## config.mk

```make
export PLATFORM = sky130hd
export DESIGN_NAME = thermal_pixel_colormap_upscaler_core
export DESIGN_NICKNAME = d
export VERILOG_FILES = /design/src/design/tpcu_pkg.sv /design/src/design/tpcu_front.sv /design/src/design/tpcu_divider.sv /design/src/design/tpcu_color.sv /design/src/design/thermal_pixel_colormap_upscaler_core.sv
export SDC_FILE = /design/constraint.sdc
export NUM_CORES = 1
export LEC_CHECK = 0
export BUFFER_PORTS_ARGS = -buffer_cell sky130_fd_sc_hd__clkbuf_2
export CAP_MARGIN = 15
export CORE_MARGIN = 5
export CORE_UTILIZATION = 55
export CTS_CLUSTER_SIZE = 8
export DETAILED_ROUTE_END_ITERATION = 8
export PLACE_DENSITY = 0.72
export SYNTH_ARGS = -nofsm -noshare
export SYNTH_HDL_FRONTEND = slang
export SYNTH_SLANG_ARGS = --single-unit
```

## constraint.sdc

```tcl
create_clock -name clock -period 20.4 [get_ports clock]
set_input_delay 2.04 -clock clock [delete_from_list [all_inputs] [get_ports clock]]
set_output_delay 2.04 -clock clock [all_outputs]
set_load 0.03 [all_outputs]
```

## src/design/tpcu_pkg.sv

```systemverilog
// Shared types, constants and the iron palette for the thermal colormap upscaler.
`default_nettype none

package tpcu_pkg;

   localparam int NUM_W     = 24;
   localparam int QUO_W     = 8;
   localparam int CNT_W     = 16;
   localparam int ADDR_W    = 16;
   localparam int COLOR_W   = 16;
   localparam int TABLE_LEN = 128;
   localparam int IDX_W     = 7;

   typedef struct packed {
      logic [NUM_W-1:0]   rem;
      logic [CNT_W-1:0]   dvs;
      logic [QUO_W-1:0]   quo;
      logic [ADDR_W-1:0]  addr;
      logic               zero;
      logic               top;
   } pipe_type;

   function automatic logic [COLOR_W-1:0] pack_rgb(input logic [7:0] r,
                                                  input logic [7:0] g,
                                                  input logic [7:0] b);
      return {r[7:3], g[7:2], b[7:3]};
   endfunction

   function automatic logic [COLOR_W-1:0] iron_color(input logic [IDX_W-1:0] idx);
      logic [COLOR_W-1:0] c;
      case (idx)
         7'd0:   c = pack_rgb(8'd0, 8'd0, 8'd0);
         7'd1:   c = pack_rgb(8'd0, 8'd0, 8'd36);
         7'd2:   c = pack_rgb(8'd0, 8'd0, 8'd36);
         7'd3:   c = pack_rgb(8'd0, 8'd0, 8'd36);
         7'd4:   c = pack_rgb(8'd0, 8'd0, 8'd36);
         7'd5:   c = pack_rgb(8'd0, 8'd0, 8'd36);
         7'd6:   c = pack_rgb(8'd0, 8'd0, 8'd36);
         7'd7:   c = pack_rgb(8'd0, 8'd0, 8'd36);
         7'd8:   c = pack_rgb(8'd0, 8'd0, 8'd36);
         7'd9:   c = pack_rgb(8'd0, 8'd0, 8'd36);
         7'd10:  c = pack_rgb(8'd0, 8'd0, 8'd51);
         7'd11:  c = pack_rgb(8'd0, 8'd0, 8'd66);
         7'd12:  c = pack_rgb(8'd0, 8'd0, 8'd81);
         7'd13:  c = pack_rgb(8'd2, 8'd0, 8'd90);
         7'd14:  c = pack_rgb(8'd4, 8'd0, 8'd99);
         7'd15:  c = pack_rgb(8'd7, 8'd0, 8'd106);
         7'd16:  c = pack_rgb(8'd11, 8'd0, 8'd115);
         7'd17:  c = pack_rgb(8'd14, 8'd0, 8'd119);
         7'd18:  c = pack_rgb(8'd20, 8'd0, 8'd123);
         7'd19:  c = pack_rgb(8'd27, 8'd0, 8'd128);
         7'd20:  c = pack_rgb(8'd33, 8'd0, 8'd133);
         7'd21:  c = pack_rgb(8'd41, 8'd0, 8'd137);
         7'd22:  c = pack_rgb(8'd48, 8'd0, 8'd140);
         7'd23:  c = pack_rgb(8'd55, 8'd0, 8'd143);
         7'd24:  c = pack_rgb(8'd61, 8'd0, 8'd146);
         7'd25:  c = pack_rgb(8'd66, 8'd0, 8'd149);
         7'd26:  c = pack_rgb(8'd72, 8'd0, 8'd150);
         7'd27:  c = pack_rgb(8'd78, 8'd0, 8'd151);
         7'd28:  c = pack_rgb(8'd84, 8'd0, 8'd152);
         7'd29:  c = pack_rgb(8'd91, 8'd0, 8'd153);
         7'd30:  c = pack_rgb(8'd97, 8'd0, 8'd155);
         7'd31:  c = pack_rgb(8'd104, 8'd0, 8'd155);
         7'd32:  c = pack_rgb(8'd110, 8'd0, 8'd156);
         7'd33:  c = pack_rgb(8'd115, 8'd0, 8'd157);
         7'd34:  c = pack_rgb(8'd122, 8'd0, 8'd157);
         7'd35:  c = pack_rgb(8'd128, 8'd0, 8'd157);
         7'd36:  c = pack_rgb(8'd134, 8'd0, 8'd157);
         7'd37:  c = pack_rgb(8'd139, 8'd0, 8'd157);
         7'd38:  c = pack_rgb(8'd146, 8'd0, 8'd156);
         7'd39:  c = pack_rgb(8'd152, 8'd0, 8'd155);
         7'd40:  c = pack_rgb(8'd157, 8'd0, 8'd155);
         7'd41:  c = pack_rgb(8'd162, 8'd0, 8'd155);
         7'd42:  c = pack_rgb(8'd167, 8'd0, 8'd154);
         7'd43:  c = pack_rgb(8'd171, 8'd0, 8'd153);
         7'd44:  c = pack_rgb(8'd175, 8'd1, 8'd152);
         7'd45:  c = pack_rgb(8'd178, 8'd1, 8'd151);
         7'd46:  c = pack_rgb(8'd182, 8'd2, 8'd149);
         7'd47:  c = pack_rgb(8'd185, 8'd4, 8'd149);
         7'd48:  c = pack_rgb(8'd188, 8'd5, 8'd147);
         7'd49:  c = pack_rgb(8'd191, 8'd6, 8'd146);
         7'd50:  c = pack_rgb(8'd193, 8'd8, 8'd144);
         7'd51:  c = pack_rgb(8'd195, 8'd11, 8'd142);
         7'd52:  c = pack_rgb(8'd198, 8'd13, 8'd139);
         7'd53:  c = pack_rgb(8'd201, 8'd17, 8'd135);
         7'd54:  c = pack_rgb(8'd203, 8'd20, 8'd132);
         7'd55:  c = pack_rgb(8'd206, 8'd23, 8'd127);
         7'd56:  c = pack_rgb(8'd208, 8'd26, 8'd121);
         7'd57:  c = pack_rgb(8'd210, 8'd29, 8'd116);
         7'd58:  c = pack_rgb(8'd212, 8'd33, 8'd111);
         7'd59:  c = pack_rgb(8'd214, 8'd37, 8'd103);
         7'd60:  c = pack_rgb(8'd217, 8'd41, 8'd97);
         7'd61:  c = pack_rgb(8'd219, 8'd46, 8'd89);
         7'd62:  c = pack_rgb(8'd221, 8'd49, 8'd78);
         7'd63:  c = pack_rgb(8'd223, 8'd53, 8'd66);
         7'd64:  c = pack_rgb(8'd224, 8'd56, 8'd54);
         7'd65:  c = pack_rgb(8'd226, 8'd60, 8'd42);
         7'd66:  c = pack_rgb(8'd228, 8'd64, 8'd30);
         7'd67:  c = pack_rgb(8'd229, 8'd68, 8'd25);
         7'd68:  c = pack_rgb(8'd231, 8'd72, 8'd20);
         7'd69:  c = pack_rgb(8'd232, 8'd76, 8'd16);
         7'd70:  c = pack_rgb(8'd234, 8'd78, 8'd12);
         7'd71:  c = pack_rgb(8'd235, 8'd82, 8'd10);
         7'd72:  c = pack_rgb(8'd236, 8'd86, 8'd8);
         7'd73:  c = pack_rgb(8'd237, 8'd90, 8'd7);
         7'd74:  c = pack_rgb(8'd238, 8'd93, 8'd5);
         7'd75:  c = pack_rgb(8'd239, 8'd96, 8'd4);
         7'd76:  c = pack_rgb(8'd240, 8'd100, 8'd3);
         7'd77:  c = pack_rgb(8'd241, 8'd103, 8'd3);
         7'd78:  c = pack_rgb(8'd241, 8'd106, 8'd2);
         7'd79:  c = pack_rgb(8'd242, 8'd109, 8'd1);
         7'd80:  c = pack_rgb(8'd243, 8'd113, 8'd1);
         7'd81:  c = pack_rgb(8'd244, 8'd116, 8'd0);
         7'd82:  c = pack_rgb(8'd244, 8'd120, 8'd0);
         7'd83:  c = pack_rgb(8'd245, 8'd125, 8'd0);
         7'd84:  c = pack_rgb(8'd246, 8'd129, 8'd0);
         7'd85:  c = pack_rgb(8'd247, 8'd133, 8'd0);
         7'd86:  c = pack_rgb(8'd248, 8'd136, 8'd0);
         7'd87:  c = pack_rgb(8'd248, 8'd139, 8'd0);
         7'd88:  c = pack_rgb(8'd249, 8'd142, 8'd0);
         7'd89:  c = pack_rgb(8'd249, 8'd145, 8'd0);
         7'd90:  c = pack_rgb(8'd250, 8'd149, 8'd0);
         7'd91:  c = pack_rgb(8'd251, 8'd154, 8'd0);
         7'd92:  c = pack_rgb(8'd252, 8'd159, 8'd0);
         7'd93:  c = pack_rgb(8'd253, 8'd163, 8'd0);
         7'd94:  c = pack_rgb(8'd253, 8'd168, 8'd0);
         7'd95:  c = pack_rgb(8'd253, 8'd172, 8'd0);
         7'd96:  c = pack_rgb(8'd254, 8'd176, 8'd0);
         7'd97:  c = pack_rgb(8'd254, 8'd179, 8'd0);
         7'd98:  c = pack_rgb(8'd254, 8'd184, 8'd0);
         7'd99:  c = pack_rgb(8'd254, 8'd187, 8'd0);
         7'd100: c = pack_rgb(8'd254, 8'd191, 8'd0);
         7'd101: c = pack_rgb(8'd254, 8'd195, 8'd0);
         7'd102: c = pack_rgb(8'd254, 8'd199, 8'd0);
         7'd103: c = pack_rgb(8'd254, 8'd202, 8'd1);
         7'd104: c = pack_rgb(8'd254, 8'd205, 8'd2);
         7'd105: c = pack_rgb(8'd254, 8'd208, 8'd5);
         7'd106: c = pack_rgb(8'd254, 8'd212, 8'd9);
         7'd107: c = pack_rgb(8'd254, 8'd216, 8'd12);
         7'd108: c = pack_rgb(8'd255, 8'd219, 8'd15);
         7'd109: c = pack_rgb(8'd255, 8'd221, 8'd23);
         7'd110: c = pack_rgb(8'd255, 8'd224, 8'd32);
         7'd111: c = pack_rgb(8'd255, 8'd227, 8'd39);
         7'd112: c = pack_rgb(8'd255, 8'd229, 8'd50);
         7'd113: c = pack_rgb(8'd255, 8'd232, 8'd63);
         7'd114: c = pack_rgb(8'd255, 8'd235, 8'd75);
         7'd115: c = pack_rgb(8'd255, 8'd238, 8'd88);
         7'd116: c = pack_rgb(8'd255, 8'd239, 8'd102);
         7'd117: c = pack_rgb(8'd255, 8'd241, 8'd116);
         7'd118: c = pack_rgb(8'd255, 8'd242, 8'd134);
         7'd119: c = pack_rgb(8'd255, 8'd244, 8'd149);
         7'd120: c = pack_rgb(8'd255, 8'd245, 8'd164);
         7'd121: c = pack_rgb(8'd255, 8'd247, 8'd179);
         7'd122: c = pack_rgb(8'd255, 8'd248, 8'd192);
         7'd123: c = pack_rgb(8'd255, 8'd249, 8'd203);
         7'd124: c = pack_rgb(8'd255, 8'd251, 8'd216);
         7'd125: c = pack_rgb(8'd255, 8'd253, 8'd228);
         7'd126: c = pack_rgb(8'd255, 8'd254, 8'd239);
         7'd127: c = pack_rgb(8'd255, 8'd255, 8'd249);
         default: c = '0;
      endcase
      return c;
   endfunction

endpackage

`default_nettype wire

```

## src/design/tpcu_front.sv

```systemverilog
// Front stages: crop check, span subtraction, numerator scaling and subpixel address.
`default_nettype none

module tpcu_front #(
   parameter int SENSOR_WIDTH  = 160,
   parameter int SENSOR_HEIGHT = 120,
   parameter int OUT_STRIDE    = 240,
   parameter int CROP_LEFT     = 20,
   parameter int PALETTE_SIZE  = 128
) (
   input  wire logic                            clock,
   input  wire logic                            reset,
   input  wire logic                            en,
   input  wire logic                            in_valid,
   input  wire logic [tpcu_pkg::CNT_W-1:0]      pixel,
   input  wire logic [tpcu_pkg::CNT_W-1:0]      frame_min,
   input  wire logic [tpcu_pkg::CNT_W-1:0]      frame_max,
   input  wire logic [6:0]                      row,
   input  wire logic [7:0]                      column,
   input  wire logic [1:0]                      phase,
   output logic                                 out_valid,
   output tpcu_pkg::pipe_type                   out_data
);

   localparam logic [10:0] HEIGHT_C = 11'(SENSOR_HEIGHT);
   localparam logic [10:0] WIDTH_C  = 11'(SENSOR_WIDTH);
   localparam logic [10:0] LEFT_C   = 11'(CROP_LEFT);
   localparam logic [10:0] HALF_C   = 11'(OUT_STRIDE / 2);
   localparam logic [11:0] STRIDE_C = 12'(OUT_STRIDE);
   localparam logic [8:0]  PAL_C    = 9'(PALETTE_SIZE);

   logic [10:0] row_ext;
   logic [10:0] col_ext;
   logic [10:0] x_c;
   logic        win_in;

   logic                          v1_ff;
   logic [tpcu_pkg::CNT_W-1:0]    diff1_ff, diff1_in;
   logic [tpcu_pkg::CNT_W-1:0]    dvs1_ff, dvs1_in;
   logic                          zero1_ff, zero1_in;
   logic                          top1_ff, top1_in;
   logic [19:0]                   line1_ff, line1_in;
   logic [10:0]                   xs1_ff, xs1_in;

   logic                          v2_ff;
   tpcu_pkg::pipe_type            out_ff, out_in;

   always_comb begin
      row_ext  = {4'b0, row};
      col_ext  = {3'b0, column};
      x_c      = col_ext - LEFT_C;
      win_in   = (row_ext < HEIGHT_C) && (col_ext < WIDTH_C) &&
                 (col_ext >= LEFT_C) && (x_c < HALF_C);
      diff1_in = pixel - frame_min;
      dvs1_in  = frame_max - frame_min;
      zero1_in = (frame_max <= frame_min) || (pixel <= frame_min);
      top1_in  = (pixel >= frame_max);
      line1_in = 20'({row, phase[1]}) * 20'(STRIDE_C);
      xs1_in   = {x_c[9:0], phase[0]};
   end

   always_comb begin
      out_in      = '0;
      out_in.rem  = tpcu_pkg::NUM_W'(diff1_ff) * tpcu_pkg::NUM_W'(PAL_C);
      out_in.dvs  = dvs1_ff;
      out_in.addr = tpcu_pkg::ADDR_W'(line1_ff + 20'(xs1_ff));
      out_in.zero = zero1_ff;
      out_in.top  = top1_ff;
   end

   always_ff @(posedge clock) begin
      if (reset) begin
         v1_ff <= 1'b0;
         v2_ff <= 1'b0;
      end else if (en) begin
         v1_ff <= in_valid && win_in;
         v2_ff <= v1_ff;
      end
   end

   always_ff @(posedge clock) begin
      if (en) begin
         diff1_ff <= diff1_in;
         dvs1_ff  <= dvs1_in;
         zero1_ff <= zero1_in;
         top1_ff  <= top1_in;
         line1_ff <= line1_in;
         xs1_ff   <= xs1_in;
         out_ff   <= out_in;
      end
   end

   assign out_valid = v2_ff;
   assign out_data  = out_ff;

endmodule

`default_nettype wire

```

## src/design/tpcu_divider.sv

```systemverilog
// Pipelined restoring divider, one quotient bit per register stage.
`default_nettype none

module tpcu_divider #(
   parameter int PALETTE_SIZE = 128
) (
   input  wire logic          clock,
   input  wire logic          reset,
   input  wire logic          en,
   input  wire logic          in_valid,
   input  wire tpcu_pkg::pipe_type in_data,
   output logic               out_valid,
   output tpcu_pkg::pipe_type out_data
);

   localparam int QW = $clog2(PALETTE_SIZE);

   tpcu_pkg::pipe_type stg_ff [QW];
   tpcu_pkg::pipe_type stg_in [QW];
   logic               vld_ff [QW];

   for (genvar k = 0; k < QW; k++) begin : g_step
      localparam int BIT = QW - 1 - k;
      tpcu_pkg::pipe_type            src;
      logic                          vsrc;
      logic [tpcu_pkg::NUM_W-1:0]    shifted;

      if (k == 0) begin : g_first
         assign src  = in_data;
         assign vsrc = in_valid;
      end else begin : g_next
         assign src  = stg_ff[k-1];
         assign vsrc = vld_ff[k-1];
      end

      always_comb begin
         shifted   = tpcu_pkg::NUM_W'(src.dvs) << BIT;
         stg_in[k] = src;
         if (src.rem >= shifted) begin
            stg_in[k].rem      = src.rem - shifted;
            stg_in[k].quo[BIT] = 1'b1;
         end
      end

      always_ff @(posedge clock) begin
         if (reset) begin
            vld_ff[k] <= 1'b0;
         end else if (en) begin
            vld_ff[k] <= vsrc;
         end
      end

      always_ff @(posedge clock) begin
         if (en) begin
            stg_ff[k] <= stg_in[k];
         end
      end
   end

   assign out_valid = vld_ff[QW-1];
   assign out_data  = stg_ff[QW-1];

endmodule

`default_nettype wire

```

## src/design/tpcu_color.sv

```systemverilog
// Level clamp, palette lookup and output register.
`default_nettype none

module tpcu_color #(
   parameter int PALETTE_SIZE = 128
) (
   input  wire logic                            clock,
   input  wire logic                            reset,
   input  wire logic                            en,
   input  wire logic                            in_valid,
   input  wire tpcu_pkg::pipe_type              in_data,
   output logic                                 out_valid,
   output logic [tpcu_pkg::ADDR_W-1:0]          out_address,
   output logic [tpcu_pkg::COLOR_W-1:0]         out_color
);

   localparam int TOP_I = (PALETTE_SIZE - 1 > tpcu_pkg::TABLE_LEN - 1) ?
                          tpcu_pkg::TABLE_LEN - 1 : PALETTE_SIZE - 1;
   localparam logic [tpcu_pkg::QUO_W-1:0] TOP_C = tpcu_pkg::QUO_W'(TOP_I);

   logic [tpcu_pkg::QUO_W-1:0]   lvl;
   logic                         vld_ff;
   logic [tpcu_pkg::ADDR_W-1:0]  addr_ff, addr_in;
   logic [tpcu_pkg::COLOR_W-1:0] color_ff, color_in;

   always_comb begin
      if (in_data.zero) begin
         lvl = '0;
      end else if (in_data.top || (in_data.quo > TOP_C)) begin
         lvl = TOP_C;
      end else begin
         lvl = in_data.quo;
      end
      color_in = tpcu_pkg::iron_color(lvl[tpcu_pkg::IDX_W-1:0]);
      addr_in  = in_data.addr;
   end

   always_ff @(posedge clock) begin
      if (reset) begin
         vld_ff <= 1'b0;
      end else if (en) begin
         vld_ff <= in_valid;
      end
   end

   always_ff @(posedge clock) begin
      if (en) begin
         addr_ff  <= addr_in;
         color_ff <= color_in;
      end
   end

   assign out_valid   = vld_ff;
   assign out_address = addr_ff;
   assign out_color   = color_ff;

endmodule

`default_nettype wire

```

## src/design/thermal_pixel_colormap_upscaler_core.sv

```systemverilog
// Throughput: one word per cycle; two front stages, one divider stage per quotient bit
// and one palette/output stage all advance together while the result register is empty or taken.
// A stalled result register holds the whole pipeline and deasserts req_tready.
// Reset (synchronous, active high) clears every stage valid bit; no result is pending.
`default_nettype none

module thermal_pixel_colormap_upscaler_core #(
   parameter int SENSOR_WIDTH  = 160,
   parameter int SENSOR_HEIGHT = 120,
   parameter int OUT_STRIDE    = 240,
   parameter int CROP_LEFT     = 20,
   parameter int PALETTE_SIZE  = 128
) (
   input  wire logic        clock,
   input  wire logic        reset,
   input  wire logic        req_tvalid,
   output logic             req_tready,
   input  wire logic [63:0] req_tdata,  // pixel, frame_min, frame_max, row, column, pad
   input  wire logic [1:0]  req_tuser,  // phase
   output logic             rsp_tvalid,
   input  wire logic        rsp_tready,
   output logic [31:0]      rsp_tdata   // fb_address, color
);

   logic                             en;
   logic                             front_valid;
   tpcu_pkg::pipe_type               front_data;
   logic                             div_valid;
   tpcu_pkg::pipe_type               div_data;
   logic [tpcu_pkg::ADDR_W-1:0]      fb_address;
   logic [tpcu_pkg::COLOR_W-1:0]     color;

   assign en         = !rsp_tvalid || rsp_tready;
   assign req_tready = en;

   tpcu_front #(
      .SENSOR_WIDTH  (SENSOR_WIDTH),
      .SENSOR_HEIGHT (SENSOR_HEIGHT),
      .OUT_STRIDE    (OUT_STRIDE),
      .CROP_LEFT     (CROP_LEFT),
      .PALETTE_SIZE  (PALETTE_SIZE)
   ) u_front (
      .clock     (clock),
      .reset     (reset),
      .en        (en),
      .in_valid  (req_tvalid),
      .pixel     (req_tdata[15:0]),
      .frame_min (req_tdata[31:16]),
      .frame_max (req_tdata[47:32]),
      .row       (req_tdata[54:48]),
      .column    (req_tdata[62:55]),
      .phase     (req_tuser),
      .out_valid (front_valid),
      .out_data  (front_data)
   );

   tpcu_divider #(
      .PALETTE_SIZE (PALETTE_SIZE)
   ) u_divider (
      .clock     (clock),
      .reset     (reset),
      .en        (en),
      .in_valid  (front_valid),
      .in_data   (front_data),
      .out_valid (div_valid),
      .out_data  (div_data)
   );

   tpcu_color #(
      .PALETTE_SIZE (PALETTE_SIZE)
   ) u_color (
      .clock       (clock),
      .reset       (reset),
      .en          (en),
      .in_valid    (div_valid),
      .in_data     (div_data),
      .out_valid   (rsp_tvalid),
      .out_address (fb_address),
      .out_color   (color)
   );

   assign rsp_tdata = {color, fb_address};

   a_stall_blocks_input: assert property (@(posedge clock) disable iff (reset)
      (rsp_tvalid && !rsp_tready) |-> !req_tready)
      else $error("input accepted while result stalled");

   a_reset_empties: assert property (@(posedge clock)
      reset |=> !rsp_tvalid)
      else $error("result valid right after reset");

   a_divider_drains: assert property (@(posedge clock) disable iff (reset)
      (en && div_valid) |=> rsp_tvalid)
      else $error("divider word lost before output register");

endmodule

`default_nettype wire

```

; ---- Yosys cells after proc, flatten, opt, wreduce, memory -nomap -nowiden
; Memory sizes are Yosys's and may differ from the RTL's. A register that Yosys moved wholly into a read port is not among the register bits.
; Index checks and enable logic that the tools add are counted.
[totals]
wordCells = 88
mem_count = 3
latchBits = 0
input_bits = 70
regBits = 125
romBits = 2048
ram_bits = 469
output_inout_bits = 34
[op_classes]
order_cmp = 15
n_addsub = 11
n_mux = 29
bitwise = 7
shift = 0
n_div = 0
eq_ne = 0
n_reduce_logical = 8
multipliers = 1
[mem_list]
columns = name, depth, width, rd, rd_ports_with_merged_regs, wr, line
row1 = (no name shown), 128, 16, 1, 1, 0, tpcu_pkg.sv:31  ; case (idx)
row2 = u_divider.stg_ff, 7, 66, 7, 0, 7, tpcu_divider.sv:18  ; tpcu_pkg::pipe_type stg_ff [QW];
row3 = u_divider.vld_ff, 7, 1, 7, 1, 7, tpcu_divider.sv:20  ; logic vld_ff [QW];
[op_table]
columns = operator, count
row1 = two-way mux 24 bit, 7
row2 = less-or-equal comparator 16 bit, 2
row3 = subtractor 16 bit, 2
row4 = >= comparator 24 x 16 -> 1 bit, 1
row5 = >= comparator 24 x 17 -> 1 bit, 1
row6 = >= comparator 24 x 18 -> 1 bit, 1
row7 = >= comparator 24 x 19 -> 1 bit, 1
row8 = >= comparator 24 x 20 -> 1 bit, 1
row9 = >= comparator 24 x 21 -> 1 bit, 1
row10 = subtractor 23 x 22 -> 24 bit, 1
row11 = subtractor 24 x 16 -> 24 bit, 1
row12 = subtractor 24 x 17 -> 24 bit, 1
row13 = subtractor 24 x 18 -> 24 bit, 1
row14 = subtractor 24 x 19 -> 24 bit, 1
row15 = subtractor 24 x 20 -> 24 bit, 1
row16 = subtractor 24 x 21 -> 24 bit, 1
row17 = >= comparator 23 x 22 -> 1 bit, 1
row18 = two-way mux 1 bit, 20
row19 = adder 16 x 11 -> 16 bit, 1
row20 = >= comparator 16 bit, 1
row21 = two-way mux 7 bit, 2
row22 = multiplier 8 x 4 -> 12 bit (second input constant), 1
row23 = less-than comparator 11 x 7 -> 1 bit (second input constant), 1
row24 = subtractor 8 x 5 -> 9 bit (second input constant), 1
row25 = other kinds (8), 19

; ---- Logic depth before layout (Yosys ltp)
; Gate-level depths: netlist of the first run.
[logic_depth]
ltp_word = 6
ltp_mapped = 12
depth_no_buf = 12

; ---- Modules after synthesis
; Synthesis of the first run repeated with hierarchy kept, for this count alone.
[hier_totals]
cells_unflattened = 2657
hier_area_um2 = 31955.6
[by_module_without_submodules]
columns = mod, n_inst, seq_area_each_um2, area_each_um2, cells_each
row1 = tpcu_divider, 1, 14083.5, 22491.6, 1761
row2 = tpcu_front, 1, 3223.1, 6668.9, 572
row3 = tpcu_color, 1, 980.9, 2788.9, 323
row4 = thermal_pixel_colormap_upscaler_core, 1, 0.0, 6.3, 1

; ---- Least setup slack after synthesis of the first run
; Ideal clock, no wire load.
[synth_path]
path_kind = input port to output port
from = input port rsp_tready
to = output port req_tready
slack_ns = 6.215
n_path_buf = 0
arrival_time_ns = 12.145
t_required_ns = 18.360
path_stages = 2
cell_sequence = nor2b_1 inv_1
[synth_via]
elab_chain_len = 1
[synth_rtl]
columns = element, line
row1 = start: declaration, thermal_pixel_colormap_upscaler_core.sv:21  ; input wire logic rsp_tready,
row2 = logical OR 1 bit, thermal_pixel_colormap_upscaler_core.sv:33  ; assign en = !rsp_tvalid || rsp_tready;
row3 = end: declaration, thermal_pixel_colormap_upscaler_core.sv:17  ; output logic req_tready,
; Every way passes these cells.

==> run metrics, run 1 <==
status finished clean; CTS tree built; total power draw between 4 and 5 mW; drt pass-1 iters 5; grt total ovfl 0; Syn-to-layout area delta 12.5%; clock slew at reported path FFs ~0.050 ns; r2r endpoint u_divider.stg_ff[6][21]; DR WL/cell approximately 16 um; f_max approximately 170 MHz; Hold EP u_divider.stg_ff[2][3]; Yosys top cell by area edfxtp_1; Core ar. about 0.049 mm2; Hold Vio Cnt, Final 0; count of cell types in the netlist 83; Synth warnings 0; RSZ-0062 raised after global routing no; hold-critical path depth 0; design area just over 0.03 mm2; DP Worst Slack 13.83 ns; Slew Limit Fails 0; worst hold path type flip-flop to flip-flop; Rel. slew slack 31.5%; Lkg Pwr between 10 and 15 nW; worst reg-to-reg path cell count 6; CTS Buffer Depth 3; worst reg2reg setup slack about 16 ns; die area 0.0536 mm2; placer congestion estimate around 1.0; Crit path max-delay family buffers and inverters; Req. time, crit path a little over 20 ns; Setup violations, final 0; Pwr Density roughly 150 mW/mm2; part of the cycle the worst path needs between 20 and 30%; setup ws final around 15 ns; # fillers 3649; Total GRT Usage between 10% and 20%; CP Class input port to flip-flop; Worst Path Buf+Inv 6; final setup TNS 0 ns; die height about 230 um; top post-synthesis cells by area edfxtp_1 (58%), ha_1 (9.0%), inv_1 (3.1%); Final ANT Viol Nets 0; Setup Skew 0.0252 ns; worst vdd ir 0.0751 mV; n_diodes 0; Critical Path Fanout Max 87; syn_nets around 2600; CP arrival 6.06 ns; drt drc 0; fin util between 60 and 70%; max cap viols 0; worst-path cell chain clkbuf_2 > nor2b_1 > inv_8 > buf_4 > buf_4 > buf_4 > buf_4; Die Wd 231 um; vias after detailed routing 17300; Net count, final between 2000 and 3000; sequential area share after synthesis slightly below 60%; cell row count just over 80; slowest CP cell buf_4; share of post-route cells with drive strength above 1 9.73%; CTS Buf Count 75; syn_area_per_cell around 12 um2; Starting Density between 50% and 60%; Async SR Flop Fraction 0%; Crit path depth 7; beginning of the worst hold path u_divider.stg_ff[1][3]; Resized cells post-CTS 0; Post-CTS Hold Buffers 0; Worst Tran Pin Value 1.03 ns; Sink Count 521; drt total wl 49800 um; Ports around 100; Slowest Stage Delay on Critical Path 0.91 ns; CTS root buf clkbuf_16; DR vias/cell about 5.6; Critical Path Most Common Cell buf_4; wire length of the first global-routing pass around 84000 um; Setup crit start kind input port; Yosys top cell area share between 50% and 60%; Yosys reg bits ~520; cell area after synthesis 0.0270 mm2; H-Tree Depth 3; Synth Flop Type edfxtp_1; Port-buffer cells between 100 and 150; critical path capture point type flip-flop; Worst-Skew Late Latency roughly 0.60 ns; EDFF count, synth 518; hpwl dp between 30000 and 40000 um; post-layout min period 5.85 ns; setup bufs post-CTS 0; largest net degree at the start of global routing 88; reg2reg start u_color.out_valid; vias in the first global route 17700; Starting DRT DRC Count between 1000 and 1500; Synth Instances about 2300; initial antenna violation count 1; placed cell area about 0.028 mm2
-- placed cells by master (no fill, tap or decap), drive strengths merged, types with 6 or more instances in the layout --
master / instances
buf: 13
a21o: 43
nor2: 166
o21ai: 150
or2: 10
o21a: 26
o211ai: 19
a211oi: 19
nor2b: 21
edfxtp: 518
or3: 23
xor2: 54
nor4: 17
a21boi: 11
fa: 22
o21bai: 12
clkbuf: 191
xnor2: 78
a21oi: 160
ha: 195
o31ai: 19
a31oi: 19
mux2: 14
and3: 6
inv: 231
nand2: 160
o311ai: 6
nand4: 16
o22ai: 6
nand3: 34
nor3: 47
nand2b: 25
a22oi: 6
and2: 16
-- cells in the mapped netlist, types with 6 or more instances --
master,number
mux2_2,12
a21boi_0,11
xor2_1,54
o21a_1,26
o21bai_1,12
clkbuf_1,34
o311ai_0,6
nor4_1,17
or2_2,9
a211oi_1,19
o22ai_1,6
buf_2,6
edfxtp_1,518
nor3_1,47
nand3_1,34
nor2b_1,21
buf_1,6
and3_1,6
or3_1,23
nand2b_1,25
o31ai_1,18
o21ai_0,148
ha_1,195
nand2_1,160
fa_1,22
o211ai_1,18
a31oi_1,19
nand4_1,16
inv_1,226
xnor2_1,78
a21oi_1,157
a21o_1,43
a22oi_1,6
and2_1,16
nor2_1,166
-- cell families after synthesis --
kind of cell | Yosys count | synth area share (%)
AO/OA/AOI/OAI | 552 | 12.9
XOR/XNOR | 132 | 4.29
adder cells (fa/ha/maj) | 217 | 10.7
buffers and inverters | 277 | 3.92
flip-flops | 521 | 57.9
multiplexers | 17 | 0.710
AND/OR/NAND/NOR | 557 | 9.65
-- worst reg2reg max path: stages (launching register included) --
cell and delay [ns]:
dfxtp_1 0.30, nor2b_1 0.22, inv_8 0.35, buf_4 0.75, buf_4 0.92, buf_4 0.79
buf_4 0.93
-- sequential cells by signal (all words and copies together) (netlist names), 7 cells and up --
register,count
u_divider.vld_ff,7
u_front.line1_ff,12
u_color.out_color,16
u_front.xs1_ff,10
u_color.out_address,16
u_front.diff1_ff,16
u_front.out_data,50
u_divider.stg_ff,373
u_front.dvs1_ff,16
-- per-layer routing --
layer	up-vias	wire length (um)	share of wire (%)	global-route usage, %
li1	8601	-	-	-
met4	2	1600	3.2	7.99
met5	-	13	0.026	0
met2	442	24300	49	32.0
met3	120	2240	4.5	3.64
met1	8091	21600	43	23.9
-- per-stage QoR --
step	hold WS (ns)	cells
2_1_floorplan	0.400	2273
3_3_place_gp	0.400	3004
3_5_place_dp	0.405	3004
4_1_cts	0.404	3100
5_1_grt	0.408	3100
6_report	0.404	3100
-- report_power, final --
| part | switching, mW | internal [mW] |
|---|---|---|
| registers | 0.169 | 1.67 |
| clock network | 0.428 | 0.673 |
| logic | 0.870 | 0.652 |
| total | 1.47 | 2.99 |
-- layout make-up --
cell class | instances | area (um2) | area share, %
inverter | 229 | 867 | 2.86
multi-input combinational | 1475 | 10300 | 34.0
clock inverter | 7 | 158 | 0.520
clock buffer | 89 | 1950 | 6.43
sequential | 521 | 15600 | 51.5
timing repair buffer | 115 | 608 | 2.00
tap | 664 | 831 | 2.74
-- worst max-delay path by stage --
| stage | startpoint | end | slack, ns |
|---|---|---|---|
| after floorplan | rsp_tready | req_tready | 6.22 |
| after global placement | rsp_tready | u_divider.stg_ff[4][26] | 14.03 |
| after detailed placement | rsp_tready | u_divider.stg_ff[4][45] | 13.83 |
| after CTS | rsp_tready | u_divider.stg_ff[4][45] | 14.44 |
| after global routing | rsp_tready | u_divider.stg_ff[5][46] | 14.12 |
| final | rsp_tready | u_divider.stg_ff[6][21] | 14.55 |
No activity file was read; power rests on OpenSTA's default activity.
==> run 2, diff against run 1 <==
- ABC_AREA: default -> 1
- PLACE_DENSITY: 0.72 -> 0.75
- clock period: 20.4 -> 5 ns (I/O delays scaled with it)
==> run 2 against run 1 <==
  * Global-route usage is 3.6 points higher
  * Die area increased by 12%
  * Sequential share of layout area fell by 5.1 points
  * Worst hold slack got worse by 0.33 ns
  * Final cell count rose by 39%
  * Final area is 11% higher
  * Synthesized cell count increased by 51%
  * Register-to-register slack worse by 13 ns
  * Combinational power grew to 5.9 times the previous value
  * Critical path type is now flip-flop to flip-flop
  * Critical endpoint is now u_divider.stg_ff[5][62]
==> run metrics, run 2 <==
status finished clean; Slew Limit Fails 0; count leader, synth nand2_1; worst-path cell chain inv_1 > ha_1 > nand2_1 > inv_2 > nand2_1 > inv_1 > a21oi_1 > nand2_2 > a21oi_4 > a21oi_1; Comb pwr share between 40% and 50%; Setup violations, final 0; hpwl dp between 50000 and 60000 um; wire length of the first global-routing pass roughly 110000 um; sequential area share after synthesis about 51%; setup bufs post-CTS 0; syn_area_per_cell approximately 8.9 um2; CTS root buf clkbuf_16; Total GRT Usage about 22%; EDFF count, synth a little over 500; DR vias/cell just over 5; most frequent cells in the layout nand2_1 (1161), inv_1 (585), edfxtp_1 (518); Pint 12.6 mW; Slowest Stage Delay on Critical Path 0.59 ns; initial antenna violation count 0; Worst Tran Pin Value roughly 0.96 ns; cell count after placement 4211; Synth Flop Type edfxtp_1; CTS tree built; Non-Filler Instances between 4000 and 5000; Syn-to-layout area delta 10.9%; Synth Instances 3427; syn_nets between 3000 and 4000; final setup TNS 0 ns; worst reg-to-reg path cell count 10; Hold Vio Cnt, Final 0; cell area after synthesis between 0.03 and 0.04 mm2; Port-buffer cells roughly 100; n_diodes 0; Yosys top cell by area edfxtp_1; share of post-route cells with drive strength above 1 7.88%; DR WL met2 between 30000 and 40000 um; Yosys reg bits between 500 and 600; Async SR Flop Fraction 0%; Rel. slew slack a little over a third; Core ar. approximately 0.055 mm2; CP arrival around 3.0 ns; Critical Path Fanout Max 22; CTS Buf Count 75; Sink Count around 520; DR WL/cell 15.5 um; top sig layer met4; max cap viols 0; H-Tree Depth 3; worst hold path type input port to flip-flop; WL met3 ~2300 um; # fillers around 4700; Setup crit start kind flip-flop; Starting DRT DRC Count 1264; Pwr Density approximately 620 mW/mm2; die area around 0.060 mm2; count of cell types in the netlist 49; f_max ~380 MHz; cell row count 86; reg2reg start u_divider.stg_ff[4][39]; RSZ-0062 raised after global routing no; Yosys top cell area share 51.2%; commonest non-fill, non-tap cell in the layout nand2_1; Synth warnings 0; Post-CTS Hold Buffers 0; post-layout min period approximately 2.7 ns; r2r endpoint u_divider.stg_ff[5][62]; CTS Buffer Depth 3; vias in the first global route approximately 22000; Resized cells post-CTS 0; Net count, final between 3000 and 4000; Req. time, crit path 5.31 ns; drt total wl around 67000 um; clock network power share 21.2%; beginning of the worst hold path req_tdata[56]; Net Switching ~8.4 mW; CP Class flip-flop to flip-flop; Largest register FFs 373; part of the cycle the worst path needs between 50% and 60%; drt pass-1 iters 5; slowest CP cell a21oi_4; M1 WL 25900 um; clock slew at reported path FFs 0.05 ns; grt total ovfl 0; worst vdd ir about 0.28 mV; Die Wd 245 um; critical path launch point u_divider.stg_ff[4][39]; critical path capture point type flip-flop; drt drc 0; Final ANT Viol Nets 0; largest net degree at the start of global routing ~180; Lkg Pwr between 15 and 20 nW; top post-synthesis cells by area edfxtp_1 (51%), nand2_1 (14%), ha_1 (8.0%); worst reg2reg setup slack between 2 and 2.5 ns; vias after detailed routing around 22000; placer congestion estimate ~0.95; Ports between 100 and 150; Worst-Skew Late Latency about 0.62 ns; Setup Skew between 0.02 and 0.03 ns; Seq pwr share a little over a third; Starting Density a little under three fifths; CP endpoint u_divider.stg_ff[5][62]; die height approximately 240 um; Synth top cells by count nand2_1 (1162), inv_1 (585), edfxtp_1 (518); Sw Share between 40% and 50%; Most flops, register u_divider.stg_ff
## run 2: cell types whose count changed in the layout (fill, tap and decap cells not counted), sizes merged, moves of 57 or more
| cell | change |
|---|---|
| nand2 | +1036 |
| nand3 | +168 |
| nor2 | +57 |
| xnor2 | -57 |
| inv | +369 |
| o21ai | -87 |
## run 2: worst min path at each step
stage / end / slack [ns] / depth (start not counted)
floorplan: u_color.out_address[0] / 0.40 / 0
global placement: u_divider.stg_ff[5][3] / 0.40 / 0
detailed placement: u_color.out_address[0] / 0.40 / 0
CTS: u_front.xs1_ff[2] / 0.03 / 1
global route: u_front.xs1_ff[2] / 0.05 / 1
finish: u_front.xs1_ff[2] / 0.07 / 1
## run 2: metal layers
metal	up-vias	global-route usage (%)
met3	206	2.94
li1	11400	-
met1	10000	24.7
met2	494	42.0
met4	0	12.3
met5	-	0
## run 2: final cells by class
type	count	area (um2)	share of cell area, %
tap	704	881	2.62
clock inverter	9	129	0.383
timing repair buffer	111	616	1.83
multi-input combinational	2276	12300	36.4
clock buffer	86	1920	5.70
sequential	521	15600	46.4
inverter	599	2250	6.68
## run 2: critical path: cells and delay by family (launching register included)
| family | cells | cell delay, ns |
|---|---|---|
| compound gates | 3 | 1.06 |
| fa+ha+maj | 1 | 0.37 |
| buf+inv | 3 | 0.17 |
| flops | 1 | 0.36 |
| simple gates | 3 | 0.40 |
## run 2: power groups by stage
| stage | logic [mW] | clock network, mW | registers, mW |
|---|---|---|---|
| final | 9.00 | 4.45 | 7.57 |
| after global routing | 10.2 | 4.77 | 7.73 |
| after CTS | 9.01 | 4.57 | 7.58 |
| after detailed placement | 8.95 | 0 | 7.64 |
| after global placement | 8.86 | 0 | 7.58 |
| after floorplan | 6.71 | 0 | 7.49 |
## run 2: cell families (layout without fill, tap and decap cells)
logic type | Yosys count | after routing | synth area share (%)
AOI/OAI and AO/OA | 259 | 259 | 4.78
xor gates and xnor gates | 93 | 93 | 2.68
adders and majority gates | 217 | 217 | 9.49
buffers and inverters | 630 | 805 | 8.23
DFF | 521 | 521 | 51.4
and+or+nand+nor | 1707 | 1707 | 23.4
## run 2: stage by stage
stage	worst slack [ns]	util, %	hold WS (ns)	area [um2]	power [mW]
global placement	1.86	57.6	0.400	31600	16.4
finish	2.34	61.4	0.0718	33700	21.0
global route	2.16	61.4	0.0484	33700	22.7
CTS	2.35	61.4	0.0311	33700	21.2
detailed placement	1.86	57.6	0.405	31600	16.6
floorplan	1.21	-	0.400	30400	14.2
